[src/hw/rtl/bms_pkg.sv]
// Shared constants, input word codes and the duty mapping for the buzzer melody sequencer.
package bms_pkg;

  localparam int MAX_NOTES_DEF = 16;

  localparam int FREQ_W  = 16;
  localparam int DUR_W   = 16;
  localparam int VOL_W   = 7;
  localparam int DUTY_W  = 3;
  localparam int KIND_W  = 2;
  localparam int CFG_IDX_W = 1;

  localparam logic [VOL_W-1:0] VOL_MAX   = 7'd100;
  localparam logic [VOL_W-1:0] VOL_RESET = 7'd100;

  // Input word kinds.
  localparam logic [KIND_W-1:0] KIND_TICK = 2'd0;
  localparam logic [KIND_W-1:0] KIND_LOAD = 2'd1;
  localparam logic [KIND_W-1:0] KIND_STOP = 2'd2;

  // Configuration register indexes.
  localparam logic [CFG_IDX_W-1:0] CFG_ENABLE = 1'd0;
  localparam logic [CFG_IDX_W-1:0] CFG_VOLUME = 1'd1;

  // Duty is 1 + (volume - 1) * 3 / 99, which steps at 34, 67 and 100.
  function automatic logic [DUTY_W-1:0] duty_of_volume(input logic [VOL_W-1:0] vol);
    logic [DUTY_W-1:0] d;
    if (vol == '0) begin
      d = 3'd0;
    end else if (vol <= 7'd33) begin
      d = 3'd1;
    end else if (vol <= 7'd66) begin
      d = 3'd2;
    end else if (vol <= 7'd99) begin
      d = 3'd3;
    end else begin
      d = 3'd4;
    end
    return d;
  endfunction

endpackage

[src/hw/rtl/buzzer_melody_sequencer_unit.sv]
// Top level of the buzzer melody sequencer: note tables, sequencing control and output register.
//
// Usage: each word on the in_ channel is a millisecond tick, a note entry load or a stop.
// Every accepted word yields exactly one word on the out_ channel with the tone now
// sounding (frequency, PWM duty level from 0 to 4, playing flag), in order.
// Note entries land in two single-port tables (frequency and length) of MAX_NOTES entries;
// the entry flagged last starts playback at note 0 if the buzzer is enabled and the
// volume is nonzero. Entries past the table size are dropped.
// Timing: the note length is read at acceptance, then an update step (S_EXEC) updates the
// counters and writes the tables, a read step (S_RDF) reads the frequency of the note now
// current, and a final step (S_OUT) forms the result. The table reads are registered and
// are made only after their write, so no forwarding is needed.
// A new word is accepted only in S_IDLE, so words are taken one at a time, never overlapped.
// The result sits in an output register: the next word is accepted while it waits, and
// the sequencer holds in its final step only if the previous result is still not taken.
// The cfg_ channel (index 0 enable, index 1 volume, clamped to 100) is always ready; the user
// must write it only while the block is idle, which the block itself does not enforce.
// Reset (rst_n low, synchronous) stops playback, clears the counters, sets enable to 1 and
// volume to 100; table contents are undefined until loaded.
module buzzer_melody_sequencer_unit
  import bms_pkg::*;
#(
  parameter int MAX_NOTES = MAX_NOTES_DEF
) (
  input  logic                 clk,
  input  logic                 rst_n,
  input  logic                 in_valid,
  output logic                 in_ready,
  input  logic [KIND_W-1:0]    in_kind,
  input  logic [FREQ_W-1:0]    in_note_frequency,
  input  logic [DUR_W-1:0]     in_note_duration,
  input  logic                 in_is_last,
  output logic                 out_valid,
  input  logic                 out_ready,
  output logic [FREQ_W-1:0]    out_tone_frequency,
  output logic [DUTY_W-1:0]    out_tone_duty,
  output logic                 out_playing,
  input  logic                 cfg_valid,
  output logic                 cfg_ready,
  input  logic [CFG_IDX_W-1:0] cfg_index,
  input  logic [VOL_W-1:0]     cfg_data
);

  localparam int IDX_W = (MAX_NOTES > 1) ? $clog2(MAX_NOTES) : 1;
  localparam int CNT_W = $clog2(MAX_NOTES + 1);
  localparam logic [CNT_W-1:0] MAX_CNT = CNT_W'(MAX_NOTES);

  typedef enum logic [1:0] {
    S_IDLE,
    S_EXEC,
    S_RDF,
    S_OUT
  } state_t;

  state_t state_r, state_nxt;

  // Note tables.
  logic [FREQ_W-1:0] freq_mem [MAX_NOTES];
  logic [DUR_W-1:0]  len_mem  [MAX_NOTES];
  logic [FREQ_W-1:0] freq_rd_r;
  logic [DUR_W-1:0]  len_rd_r;

  // Latched input word.
  logic [KIND_W-1:0] kind_r;
  logic [FREQ_W-1:0] nfreq_r;
  logic [DUR_W-1:0]  ndur_r;
  logic              last_r;

  // Sequencer state.
  logic [CNT_W-1:0] melody_len_r, melody_len_nxt;
  logic [CNT_W-1:0] load_pos_r, load_pos_nxt;
  logic [CNT_W-1:0] cur_note_r, cur_note_nxt;
  logic [DUR_W-1:0] elapsed_r, elapsed_nxt;
  logic             active_r, active_nxt;
  logic             enable_r, enable_nxt;
  logic [VOL_W-1:0] volume_r, volume_nxt;

  logic              out_valid_r, out_valid_nxt;
  logic [FREQ_W-1:0] out_freq_r, out_freq_nxt;
  logic [DUTY_W-1:0] out_duty_r, out_duty_nxt;
  logic              out_play_r, out_play_nxt;

  logic             in_fire;
  logic             cfg_fire;
  logic             tbl_wr;
  logic [DUR_W-1:0] el_inc;
  logic [CNT_W-1:0] note_inc;
  logic [CNT_W-1:0] pos_inc;
  logic [DUTY_W-1:0] duty;

  assign in_ready  = (state_r == S_IDLE);
  assign in_fire   = in_valid && in_ready;
  assign cfg_ready = 1'b1;
  assign cfg_fire  = cfg_valid;

  assign out_valid          = out_valid_r;
  assign out_tone_frequency = out_freq_r;
  assign out_tone_duty      = out_duty_r;
  assign out_playing        = out_play_r;

  assign tbl_wr   = (state_r == S_EXEC) && (kind_r == KIND_LOAD) && (load_pos_r < MAX_CNT);
  assign el_inc   = (elapsed_r == {DUR_W{1'b1}}) ? elapsed_r : elapsed_r + DUR_W'(1);
  assign note_inc = cur_note_r + CNT_W'(1);
  assign pos_inc  = (load_pos_r < MAX_CNT) ? load_pos_r + CNT_W'(1) : load_pos_r;
  assign duty     = duty_of_volume(volume_r);

  // Tables: length is read at acceptance, frequency after the update step has written.
  always_ff @(posedge clk) begin
    if (tbl_wr) begin
      freq_mem[load_pos_r[IDX_W-1:0]] <= nfreq_r;
      len_mem[load_pos_r[IDX_W-1:0]]  <= ndur_r;
    end
    if (in_fire) begin
      len_rd_r <= len_mem[cur_note_r[IDX_W-1:0]];
    end
    if (state_r == S_RDF) begin
      freq_rd_r <= freq_mem[cur_note_r[IDX_W-1:0]];
    end
  end

  always_ff @(posedge clk) begin
    if (in_fire) begin
      kind_r  <= in_kind;
      nfreq_r <= in_note_frequency;
      ndur_r  <= in_note_duration;
      last_r  <= in_is_last;
    end
  end

  always_comb begin
    state_nxt      = state_r;
    melody_len_nxt = melody_len_r;
    load_pos_nxt   = load_pos_r;
    cur_note_nxt   = cur_note_r;
    elapsed_nxt    = elapsed_r;
    active_nxt     = active_r;
    enable_nxt     = enable_r;
    volume_nxt     = volume_r;
    out_valid_nxt  = out_valid_r;
    out_freq_nxt   = out_freq_r;
    out_duty_nxt   = out_duty_r;
    out_play_nxt   = out_play_r;

    if (out_valid_r && out_ready) begin
      out_valid_nxt = 1'b0;
    end

    // Configuration must arrive only while idle, so it never meets an update step; the block does not enforce this.
    if (cfg_fire) begin
      case (cfg_index)
        CFG_ENABLE: begin
          enable_nxt = cfg_data[0];
          if (!cfg_data[0]) begin
            active_nxt   = 1'b0;
            load_pos_nxt = '0;
          end
        end
        CFG_VOLUME: begin
          volume_nxt = (cfg_data > VOL_MAX) ? VOL_MAX : cfg_data;
        end
        default: begin
        end
      endcase
    end

    case (state_r)
      S_IDLE: begin
        if (in_fire) begin
          state_nxt = S_EXEC;
        end
      end
      S_EXEC: begin
        state_nxt = S_RDF;
        case (kind_r)
          KIND_TICK: begin
            if (active_r) begin
              if (el_inc < len_rd_r) begin
                elapsed_nxt = el_inc;
              end else begin
                elapsed_nxt = '0;
                if (note_inc >= melody_len_r) begin
                  active_nxt   = 1'b0;
                  cur_note_nxt = '0;
                end else begin
                  cur_note_nxt = note_inc;
                end
              end
            end
          end
          KIND_LOAD: begin
            active_nxt   = 1'b0;
            load_pos_nxt = pos_inc;
            if (last_r) begin
              load_pos_nxt = '0;
              // A refused start leaves the old melody length; the loaded entries stay written in the tables.
              if (enable_r && (volume_r != '0)) begin
                melody_len_nxt = pos_inc;
                cur_note_nxt   = '0;
                elapsed_nxt    = '0;
                active_nxt     = (pos_inc != '0);
              end
            end
          end
          KIND_STOP: begin
            active_nxt   = 1'b0;
            load_pos_nxt = '0;
          end
          default: begin
          end
        endcase
      end
      S_RDF: begin
        state_nxt = S_OUT;
      end
      S_OUT: begin
        if (!out_valid_r || out_ready) begin
          state_nxt     = S_IDLE;
          out_valid_nxt = 1'b1;
          out_play_nxt  = active_r;
          if (active_r && enable_r && (freq_rd_r != '0) && (duty != '0)) begin
            out_freq_nxt = freq_rd_r;
            out_duty_nxt = duty;
          end else begin
            out_freq_nxt = '0;
            out_duty_nxt = '0;
          end
        end
      end
      default: begin
        state_nxt = S_IDLE;
      end
    endcase
  end

  always_ff @(posedge clk) begin
    if (!rst_n) begin
      state_r      <= S_IDLE;
      melody_len_r <= '0;
      load_pos_r   <= '0;
      cur_note_r   <= '0;
      elapsed_r    <= '0;
      active_r     <= 1'b0;
      enable_r     <= 1'b1;
      volume_r     <= VOL_RESET;
      out_valid_r  <= 1'b0;
    end else begin
      state_r      <= state_nxt;
      melody_len_r <= melody_len_nxt;
      load_pos_r   <= load_pos_nxt;
      cur_note_r   <= cur_note_nxt;
      elapsed_r    <= elapsed_nxt;
      active_r     <= active_nxt;
      enable_r     <= enable_nxt;
      volume_r     <= volume_nxt;
      out_valid_r  <= out_valid_nxt;
    end
    out_freq_r <= out_freq_nxt;
    out_duty_r <= out_duty_nxt;
    out_play_r <= out_play_nxt;
  end

  a_active_needs_enable: assert property (@(posedge clk) disable iff (!rst_n)
    active_r |-> enable_r)
    else $error("playback active while disabled");

  a_note_in_melody: assert property (@(posedge clk) disable iff (!rst_n)
    active_r |-> (cur_note_r < melody_len_r) && (melody_len_r <= MAX_CNT))
    else $error("current note outside the melody");

  a_load_bounded: assert property (@(posedge clk) disable iff (!rst_n)
    load_pos_r <= MAX_CNT)
    else $error("load position beyond table size");

  a_tone_consistent: assert property (@(posedge clk) disable iff (!rst_n)
    (out_valid_r && (out_duty_r != '0)) |-> (out_freq_r != '0) && out_play_r
      && (out_duty_r <= 3'd4))
    else $error("sounding tone without frequency or playback");

endmodule
[config.mk]
export PLATFORM = sky130hd
export DESIGN_NAME = buzzer_melody_sequencer_unit
export DESIGN_NICKNAME = d
export VERILOG_FILES = /design/src/hw/rtl/bms_pkg.sv /design/src/hw/rtl/buzzer_melody_sequencer_unit.sv
export SDC_FILE = /design/constraint.sdc
export NUM_CORES = 1
export LEC_CHECK = 0
export BUFFER_PORTS_ARGS = -buffer_cell sky130_fd_sc_hd__buf_2
export CORE_AREA = 3 3 228 230
export DETAILED_ROUTE_END_ITERATION = 6
export DIE_AREA = 0 0 231 233
export GPL_ROUTABILITY_DRIVEN = 1
export GPL_TIMING_DRIVEN = 0
export PLACE_DENSITY = 0.72
export SLEW_MARGIN = 20
export SYNTH_ARGS = -nofsm -noshare
export SYNTH_HDL_FRONTEND = slang
export SYNTH_SLANG_ARGS = --single-unit
[constraint.sdc]
create_clock -name clk -period 5.57 [get_ports clk]
set_input_delay 0 -clock clk [delete_from_list [all_inputs] [get_ports clk]]
set_output_delay 0 -clock clk [all_outputs]
set_load 0.03 [all_outputs]
### Word level (Yosys, flattened, before mapping)

Memory sizes are Yosys's and may differ from the RTL's. A register that Yosys moved wholly into a read port is not among the register bits.
Index checks and enable logic that the tools add are counted.

* register bits: 98
* memory bits (writable): 512
* memories: 2
* input port bits: 48

Memory list
* freq_mem: words 16, bits a word 16, read ports 1, clocked after memory_dff 1, write ports 1, RTL line buzzer_melody_sequencer_unit.sv:58 `logic [FREQ_W-1:0] freq_mem [MAX_NOTES];`
* len_mem: words 16, bits a word 16, read ports 1, clocked after memory_dff 1, write ports 1, RTL line buzzer_melody_sequencer_unit.sv:59 `logic [DUR_W-1:0] len_mem [MAX_NOTES];`

* order comparisons: 7
* add/sub/neg operators: 3
* mux-type cells: 42
* equal/unequal tests: 12
* reduce and logical (&&, ||, !) cells: 25
* bitwise gates (word level): 1

Operator list (count)
* $mux W16: 5
* $mux W5: 11
* $pmux W16 S2: 1
* $pmux W5 S2: 2
* $add A16 B1 Y16 const B: 1
* $eq A16 B16 Y1 const B: 1
* $lt A16 B16 Y1: 1
* $reduce_bool A16 Y1: 1
* $le A7 B7 Y1 const B: 2
* $mux W1: 14
* $mux W3: 4
* $add A5 B1 Y5 const B: 2
* $logic_and A1 B1 Y1: 8
* $ne A2 B2 Y1 const B: 4
* $pmux W2 S4: 1
* $reduce_and A2 Y1: 4
* $gt A7 B7 Y1 const B: 1
* $le A7 B6 Y1 const B: 1
* $logic_not A7 Y1: 1
* $mux W7: 1
* $reduce_bool A7 Y1: 1
* $eq A2 B2 Y1 const B: 3
* $reduce_and A6 Y1: 1
* $ge A5 B5 Y1: 1
* other kinds (14): 18

### Logic depth before layout (Yosys ltp)

Gate-level depths: netlist (run 1).

* depth after elaboration: 8
* gate-level depth with buffers: 16
* mapped depth without buffers: 15

### Worst setup path after synthesis (run 1)

OpenSTA, ideal clock, no wires.

* kind: register -> register
* start point: reg kind_r[1]
* end point: mem freq_mem[3][0], enable pin
* period minus slack after synthesis: 4.917 ns
* setup time: 0.513 ns
* cell stages (with the launch flop): 6
* slack: 0.653 ns
* required time: 5.057 ns
* arrival time: 4.404 ns
* path buffers: 0
* cell sequence: edfxtp_1 inv_1 ha_1 nand2_1 or2_2 nor4b_1

* word-level cells in the longest chain between the ends: 5

Ends and longest elaborated chain
* start: declaration: RTL line buzzer_melody_sequencer_unit.sv:64 `logic [KIND_W-1:0] kind_r;`
* start signal: assignment: RTL line buzzer_melody_sequencer_unit.sv:123 `kind_r <= in_kind;`
* $eq A2 B1 Y1: RTL line buzzer_melody_sequencer_unit.sv:101 `assign tbl_wr = (state_r == S_EXEC) && (kind_r == KIND_LOAD) && (load_pos_r < MAX_CNT);`
* $logic_and A1 B1 Y1 (2 in a row): RTL line buzzer_melody_sequencer_unit.sv:101
* $mux W1: RTL line buzzer_melody_sequencer_unit.sv:109 `if (tbl_wr) begin`
* $mux W1 (implied by the code): RTL line buzzer_melody_sequencer_unit.sv:110 `freq_mem[load_pos_r[IDX_W-1:0]] <= nfreq_r;`
* end: declaration: RTL line buzzer_melody_sequencer_unit.sv:58

Every way passes these cells.

### Worst setup path after layout (run 1)

* start point: reg elapsed_r[0]
* end point: reg elapsed_r[12]

* word-level cells in the longest chain between the ends: 6
* elaborated cells on any way between the ends: 7
* classes of those cells: add/sub (1); order compare (1); eq/ne (1); mux (4)

Ends and longest elaborated chain
* start: declaration: RTL line buzzer_melody_sequencer_unit.sv:73 `logic [DUR_W-1:0] elapsed_r, elapsed_nxt;`
* start signal: assignment: RTL line buzzer_melody_sequencer_unit.sv:251 `elapsed_r <= elapsed_nxt;`
* $add A16 B1 Y16 or $eq A16 B16 Y1 (tied branches): RTL line buzzer_melody_sequencer_unit.sv:102 `assign el_inc = (elapsed_r == {DUR_W{1'b1}}) ? elapsed_r : elapsed_r + DUR_W'(1);`
* $mux W16 *: RTL line buzzer_melody_sequencer_unit.sv:102
* $lt A16 B16 Y1: RTL line buzzer_melody_sequencer_unit.sv:177 `if (el_inc < len_rd_r) begin`
* $mux W16 *: RTL line buzzer_melody_sequencer_unit.sv:177
* $mux W16 *: RTL line buzzer_melody_sequencer_unit.sv:176 `if (active_r) begin`
* $pmux W16 S2 *: RTL line buzzer_melody_sequencer_unit.sv:174 `case (kind_r)`

Every way passes the cells marked *; elsewhere a longest branch is shown, timed or not. The select of a mux whose other input is x is not followed.
A chain may end at the register's enable or synchronous reset.

==> results.cfg, run 1 <==
[sta]
slew_violations = 0
finalSetupViolations = 0
maxSlewHeadroom_pct = 24.60
grt_setup_unrepaired = no
worst_pin_slew_ns = 1.121
hold_viol_final = 0
min_period_ns = 4.109
skew_ns = 0.02186
max_freq_mhz = 243.4
finalCritPeriodShare_pct = 73.77

[critical_path]
arrival_ns = 4.63
start_kind = flop
reg2reg_from = elapsed_r[0]
cp.required_ns = 6.09
cp_slowest_cell = a2111o_1
crit_path_start = elapsed_r[0]
crit_chain = ha_1, nand3_1, nor3_1, nor3_1, and4_1, nor2b_1, or2_2, ha_1, a21oi_1, o21ai_0, a2111o_1, a31oi_2, o21a_2, or4b_1, o21ai_1
crit_path_end_kind = flop
slowest_delay_ns = 0.46
crit_fanout = 6
path_class = reg -> reg

[yosys]
synth_edf_count = 599
ys_seq_elements = 642
synth-adder-area-share_pct = 1.646
netlist_instances = 1232
synth_top_area_cell = edfxtp_1
yosys.cell_types.count = 62
synthDominantCellAreaShare_pct = 71.71
synth.area.top_cells = edfxtp_1 72%, mux4_2 14%, dfxtp_1 3.4%
synth_ff_type = edfxtp_1
synth_area_mm2 = 0.02508
synth_fp_nets = 1313
synth_xor_area_share_pct = 0.4539
synth-simple-area-share_pct = 4.604
synth_top_family_by_area = multiplexers
avgSynthCellArea_um2 = 20.36
synth-compound-area-share_pct = 2.295
synthArstFlopShare_pct = 0
ys_seq_area_share_pct = 75.14
synth_mux_area_share_pct = 14.53
yosys_warnings = 0

[place]
numPortBuffers = 69
gp_congestion = 0.8067
hpwl_um = 34770
dpl-instance-area_mm2 = 0.02717

[finish]
fin_area_mm2 = 0.02990
insertedDiodeCount = 0
final_core_utilization_pct = 59.72
finalNetCount = 1555
area_delta_synth_final_pct = 19.21
layout-drive-gt1-share_pct = 27.64

[routing]
firstDrtPassIters = 5
routed_via_density = 5.947
drt_iter0_markers = 1455
routed_wl_um = 56420
drc_errors = 0
postRouteAntennaNets = 0
wl_per_cell_um = 25.70
vias = 13054

[clocking]
cts_tree = done
insertion_delay_ns = 0.60
post_cts_buffers = 0
cts.sinks = 642
clock-root-buffer = clkbuf_16
cts_max_level = 3
clkTransAtPathRegs_ns = 0.06
numCtsBuffers = 66
cts.hold.buffers_added = 57
cts_resized = 0
cts_buffer_depth = 3

[die]
pin_count = 71
dieWidth_um = 231
die_area_mm2 = 0.05382
core-area_mm2 = 0.05007
chipHeight_um = 233
start_util_pct = 50.10
rows = 82

[min_path]
hp-class = in -> reg
hp-start = in_note_frequency[0]

[grt]
grt_overflow = 0
grt_max_degree = 36
antenna_found_initial = 0
grtUsageTotal_pct = 21.35
grt_pass1_vias = 13248
grt_pass1_wl_um = 84300

[power]
power.leakage_nw = 9.673
ir_worst_vdd_uv = 267.8
power.density_mw_per_mm2 = 369.0

[job]
cap_violations = 0

[status]
status = finished, final reports clean
-- layer usage --
metal	up-vias	track usage, %	share of wire [%]
li1	5539	-	-
met1	6694	29.76	41
met2	676	33.68	47
met3	145	4.714	8.8
met4	0	7.592	3.3
met5	-	0	0
-- synth_stat cells (all sizes together), types with 12 or more instances --
cell type  number
and2           22
clkbuf         34
nor2b          13
o21ai          24
buf            19
nor2           44
nand3          17
inv            30
nand2          42
ha             33
dfxtp          43
nor3           13
edfxtp        599
a21oi          27
mux4          160
xnor2          12
-- layout by cell type, fill, tap and decap left out, drive strengths merged, types with 8 or more instances in the layout --
cell	instances
dfxtp	43
or2	8
nand3	17
edfxtp	599
nand2	42
o21ai	24
clkinv	17
nor3	13
buf	130
xnor2	12
inv	34
nor2b	13
and2	22
a21oi	27
dlygate4sd3	57
nor2	44
a22oi	8
clkbuf	128
ha	33
nand4	8
mux4	160
-- where the power goes --
part | internal, mW | switching, mW
clock network | 2.61 | 1.80
registers | 5.75 | 0.289
logic | 0.216 | 0.365
total | 8.58 | 2.45
-- worst paths after layout --
path	slack (ns)	cells past startpoint	endpoint
setup / recovery	1.46	15	elapsed_r[12]
hold / removal	0.11	2	nfreq_r[0]
setup reg to reg	1.46	15	elapsed_r[12]
hold reg to reg	0.50	2	elapsed_r[1]
-- worst max-delay path, delay by kind of cell (launching register included) --
kind | cells | cell delay [ns]
flip-flops | 1 | 0.36
adder cells (fa/ha/maj) | 2 | 0.55
AO/OA/AOI/OAI | 6 | 1.39
AND/OR/NAND/NOR | 7 | 1.75
-- kinds of logic after synthesis --
group / Yosys count
flops: 642
simple gates: 207
mux: 164
compound gates: 89
buf+inv: 83
fa+ha+maj: 33
xor+xnor: 13
other cells: 1
-- sequential cells by signal, summed over array words and instances (netlist names), 2 cells and up --
register / count
ndur_r: 16
len_mem: 256
melody_len_r: 5
volume_r: 7
load_pos_r: 5
nfreq_r: 16
freq_rd_r: 16
elapsed_r: 16
state_r: 2
cur_note_r: 5
out_tone_frequency: 16
freq_mem: 256
kind_r: 2
len_rd_r: 16
out_tone_duty: 3
-- stage by stage --
stage	power [mW]	hold WS [ns]	setup TNS (ns)	worst slack (ns)	std cells
after global routing	11.37	0.09901	0	1.172	2195
after global placement	6.623	0.1768	-227.24	-3.403	1973
final	11.03	0.1060	0	1.461	2195
after floorplan	6.356	0.09887	0	0.6534	1232
after CTS	11.11	0.03629	0	1.446	2195
after detailed placement	6.689	0.1781	0	1.449	2021
-- layout make-up --
class,instances,area (um2)
Multi-Input combinational cell,507,6013
Buffer,53,226.5
Inverter,30,112.6
Fill cell,3553,20170
Clock buffer,88,1798
Clock inverter,29,354.1
Sequential cell,642,18850
Tap cell,672,840.8
Timing Repair Buffer,174,1708
No activity file was read; power rests on OpenSTA's default activity.
==> run 2, diff against run 1 <==
Settings changed: ABC_AREA set to 1, CORE_AREA 3 3 228 230 to 3 3 230 232, DIE_AREA 0 0 231 233 to 0 0 233 235.
Clock period 5.57 ns to 4.25 ns, I/O delays scaled along.
==> results.cfg, run 2 <==
[routing]
routed_wl_um = 68130
firstDrtPassIters = 6
wl_per_cell_um = 22.98
routed_via_density = 5.843
vias = 17324
postRouteAntennaNets = 0
drt_iter0_markers = 1936
drc_errors = 0

[yosys]
avgSynthCellArea_um2 = 12.71
synth_top_area_cell = edfxtp_1
yosys_warnings = 0
synthArstFlopShare_pct = 0
synthDominantCellAreaShare_pct = 70.58
synth.top_cells.by_count = 599 x edfxtp_1, 357 x nor2_1, 319 x o21ai_0, 151 x o22ai_1, 114 x nand2_1
netlist_instances = 2005
synth.area.top_cells = edfxtp_1 71%, o21ai_0 6.3%, nor2_1 5.3%
ys_seq_area_share_pct = 73.96
synth_edf_count = 599
synth_area_mm2 = 0.02549
yosysMostFrequentCell = edfxtp_1
ys_seq_elements = 642
yosys.cell_types.count = 40
synth_fp_nets = 2086
synth_ff_type = edfxtp_1

[finish]
area_delta_synth_final_pct = 17.87
mostFrequentLayoutCell = edfxtp_1
final_core_utilization_pct = 58.67
fillerInstances = 3958
layout-drive-gt1-share_pct = 10.91
finalNetCount = 2315
final_cell_mix = 599 x edfxtp_1, 345 x nor2_1, 319 x o21ai_0

[grt]
grt_overflow = 0
antenna_found_initial = 0
grt_max_degree = 33
grtUsageTotal_pct = 24.69
grt_pass1_vias = 17086
grt_pass1_wl_um = 101400

[clocking]
cts_tree = done
cts_buffer_depth = 3
cts_max_level = 3
post_cts_buffers = 0
cts_resized = 0
cts.hold.buffers_added = 59
clock-root-buffer = clkbuf_16
clkTransAtPathRegs_ns = 0.06
cts.sinks = 642
insertion_delay_ns = 0.59
numCtsBuffers = 67

[die]
rows = 83
die_area_mm2 = 0.05476
start_util_pct = 49.78
dieWidth_um = 233
core-area_mm2 = 0.05120
chipHeight_um = 235
pin_count = 71

[sta]
min_period_ns = 3.772
slew_violations = 0
hold_viol_final = 0
skew_ns = 0.02097
finalSetupViolations = 0
finalCritPeriodShare_pct = 88.76
max_freq_mhz = 265.1
maxSlewHeadroom_pct = 28.52
finalSetupTns_ns = 0
grt_setup_unrepaired = no
worst_pin_slew_ns = 1.072

[power]
power.leakage_nw = 10.27
ir_worst_vdd_uv = 256.8
power.density_mw_per_mm2 = 479.0

[critical_path]
reg2reg_depth = 22
crit_path_end = cur_note_r[2]
start_kind = flop
crit_fanout = 6
cp.required_ns = 4.76
r2r-end = cur_note_r[2]
crit_path_end_kind = flop
crit_path_start = elapsed_r[0]
arrival_ns = 4.28
reg2reg_from = elapsed_r[0]
reg2reg_slack_ns = 0.48
path_class = reg -> reg

[min_path]
hp-class = in -> reg

[job]
cap_violations = 0

[place]
gp_congestion = 0.8762
numPortBuffers = 69
hpwl_um = 45960

[status]
status = finished, final reports clean
==> run 2: area by class of cell <==
class | instances | area, um2 | area share, %
plain buffers | 115 | 452.9 | 1.508
well taps | 680 | 850.8 | 2.832
repair buffers | 160 | 1461 | 4.865
flip-flops and latches | 642 | 18850 | 62.74
clock buffers | 87 | 1847 | 6.148
diodes | 2 | 5.005 | 0.01666
multi-input cells | 1153 | 5942 | 19.78
clock inverters | 31 | 274.0 | 0.9122
inverters | 95 | 359.1 | 1.195
==> run 2: critical path, stage by stage, from the launching register on <==
cell and delay (ns):
dfxtp_1 0.34, ha_1 0.26, nand2_2 0.10, nor2_2 0.04, nand2_2 0.09, nor2_1 0.09, nor3_2 0.18, nand3_1 0.18
nor2_1 0.16, nand2_1 0.13, o21ai_0 0.16, inv_1 0.06, nor2_1 0.23, ha_1 0.30, nand2_1 0.10, nor2_1 0.05
a211oi_1 0.16, o21ai_0 0.10, a31oi_1 0.26, nand3_1 0.24, nand2_1 0.23, nand2_1 0.09, a21oi_1 0.15
==> run 2: cell families (layout without fill, tap and decap cells) <==
| group | after synthesis | in the layout | synth area share, % |
|---|---|---|---|
| and+or+nand+nor | 542 | 542 | 8.592 |
| other | 1 | 3 | 0.01471 |
| AOI/OAI and AO/OA | 563 | 563 | 12.16 |
| xor gates and xnor gates | 14 | 14 | 0.4811 |
| adders and majority gates | 33 | 33 | 1.620 |
| DFF | 642 | 642 | 73.96 |
| buffers and inverters | 210 | 488 | 3.176 |
==> run 2: metrics by stage <==
| step | worst slack, ns | cells | area (um2) | hold WS (ns) | power [mW] |
|---|---|---|---|---|---|
| 6_report | 0.4777 | 2965 | 30040 | 0.1208 | 14.39 |
| 5_1_grt | 0.06741 | 2963 | 30040 | 0.1110 | 14.83 |
| 4_1_cts | 0.5106 | 2963 | 30040 | 0.08814 | 14.44 |
| 3_5_place_dp | 0.5275 | 2786 | 27320 | 0.1781 | 8.794 |
| 3_3_place_gp | -2.457 | 2754 | 26680 | 0.1786 | 8.706 |
| 2_1_floorplan | 0.4364 | 2005 | 25490 | 0.09887 | 8.294 |
==> run 2: worst min path at each step <==
| stage | from | cells past startpoint | slack (ns) | endpoint |
|---|---|---|---|---|
| after floorplan | in_kind[0] | 0 | 0.1 | kind_r[0] |
| after global placement | in_kind[1] | 1 | 0.18 | kind_r[1] |
| after detailed placement | in_note_duration[15] | 1 | 0.18 | ndur_r[15] |
| after CTS | in_note_duration[6] | 2 | 0.09 | ndur_r[6] |
| after global routing | in_note_frequency[3] | 2 | 0.11 | nfreq_r[3] |
| final | in_note_duration[6] | 2 | 0.12 | ndur_r[6] |
==> run 2: metal layers <==
metal,part of all wire (%),global-route usage (%)
met5,0,0
met4,3.9,11.03
met3,9.7,5.129
met2,48,40.22
met1,38,32.02
==> run 2: power breakdown <==
part / switching, mW / internal, mW / leakage [nW]
clock network: 2.31 / 3.36 / 1.03
registers: 0.345 / 7.44 / 5.77
logic: 0.647 / 0.281 / 3.47
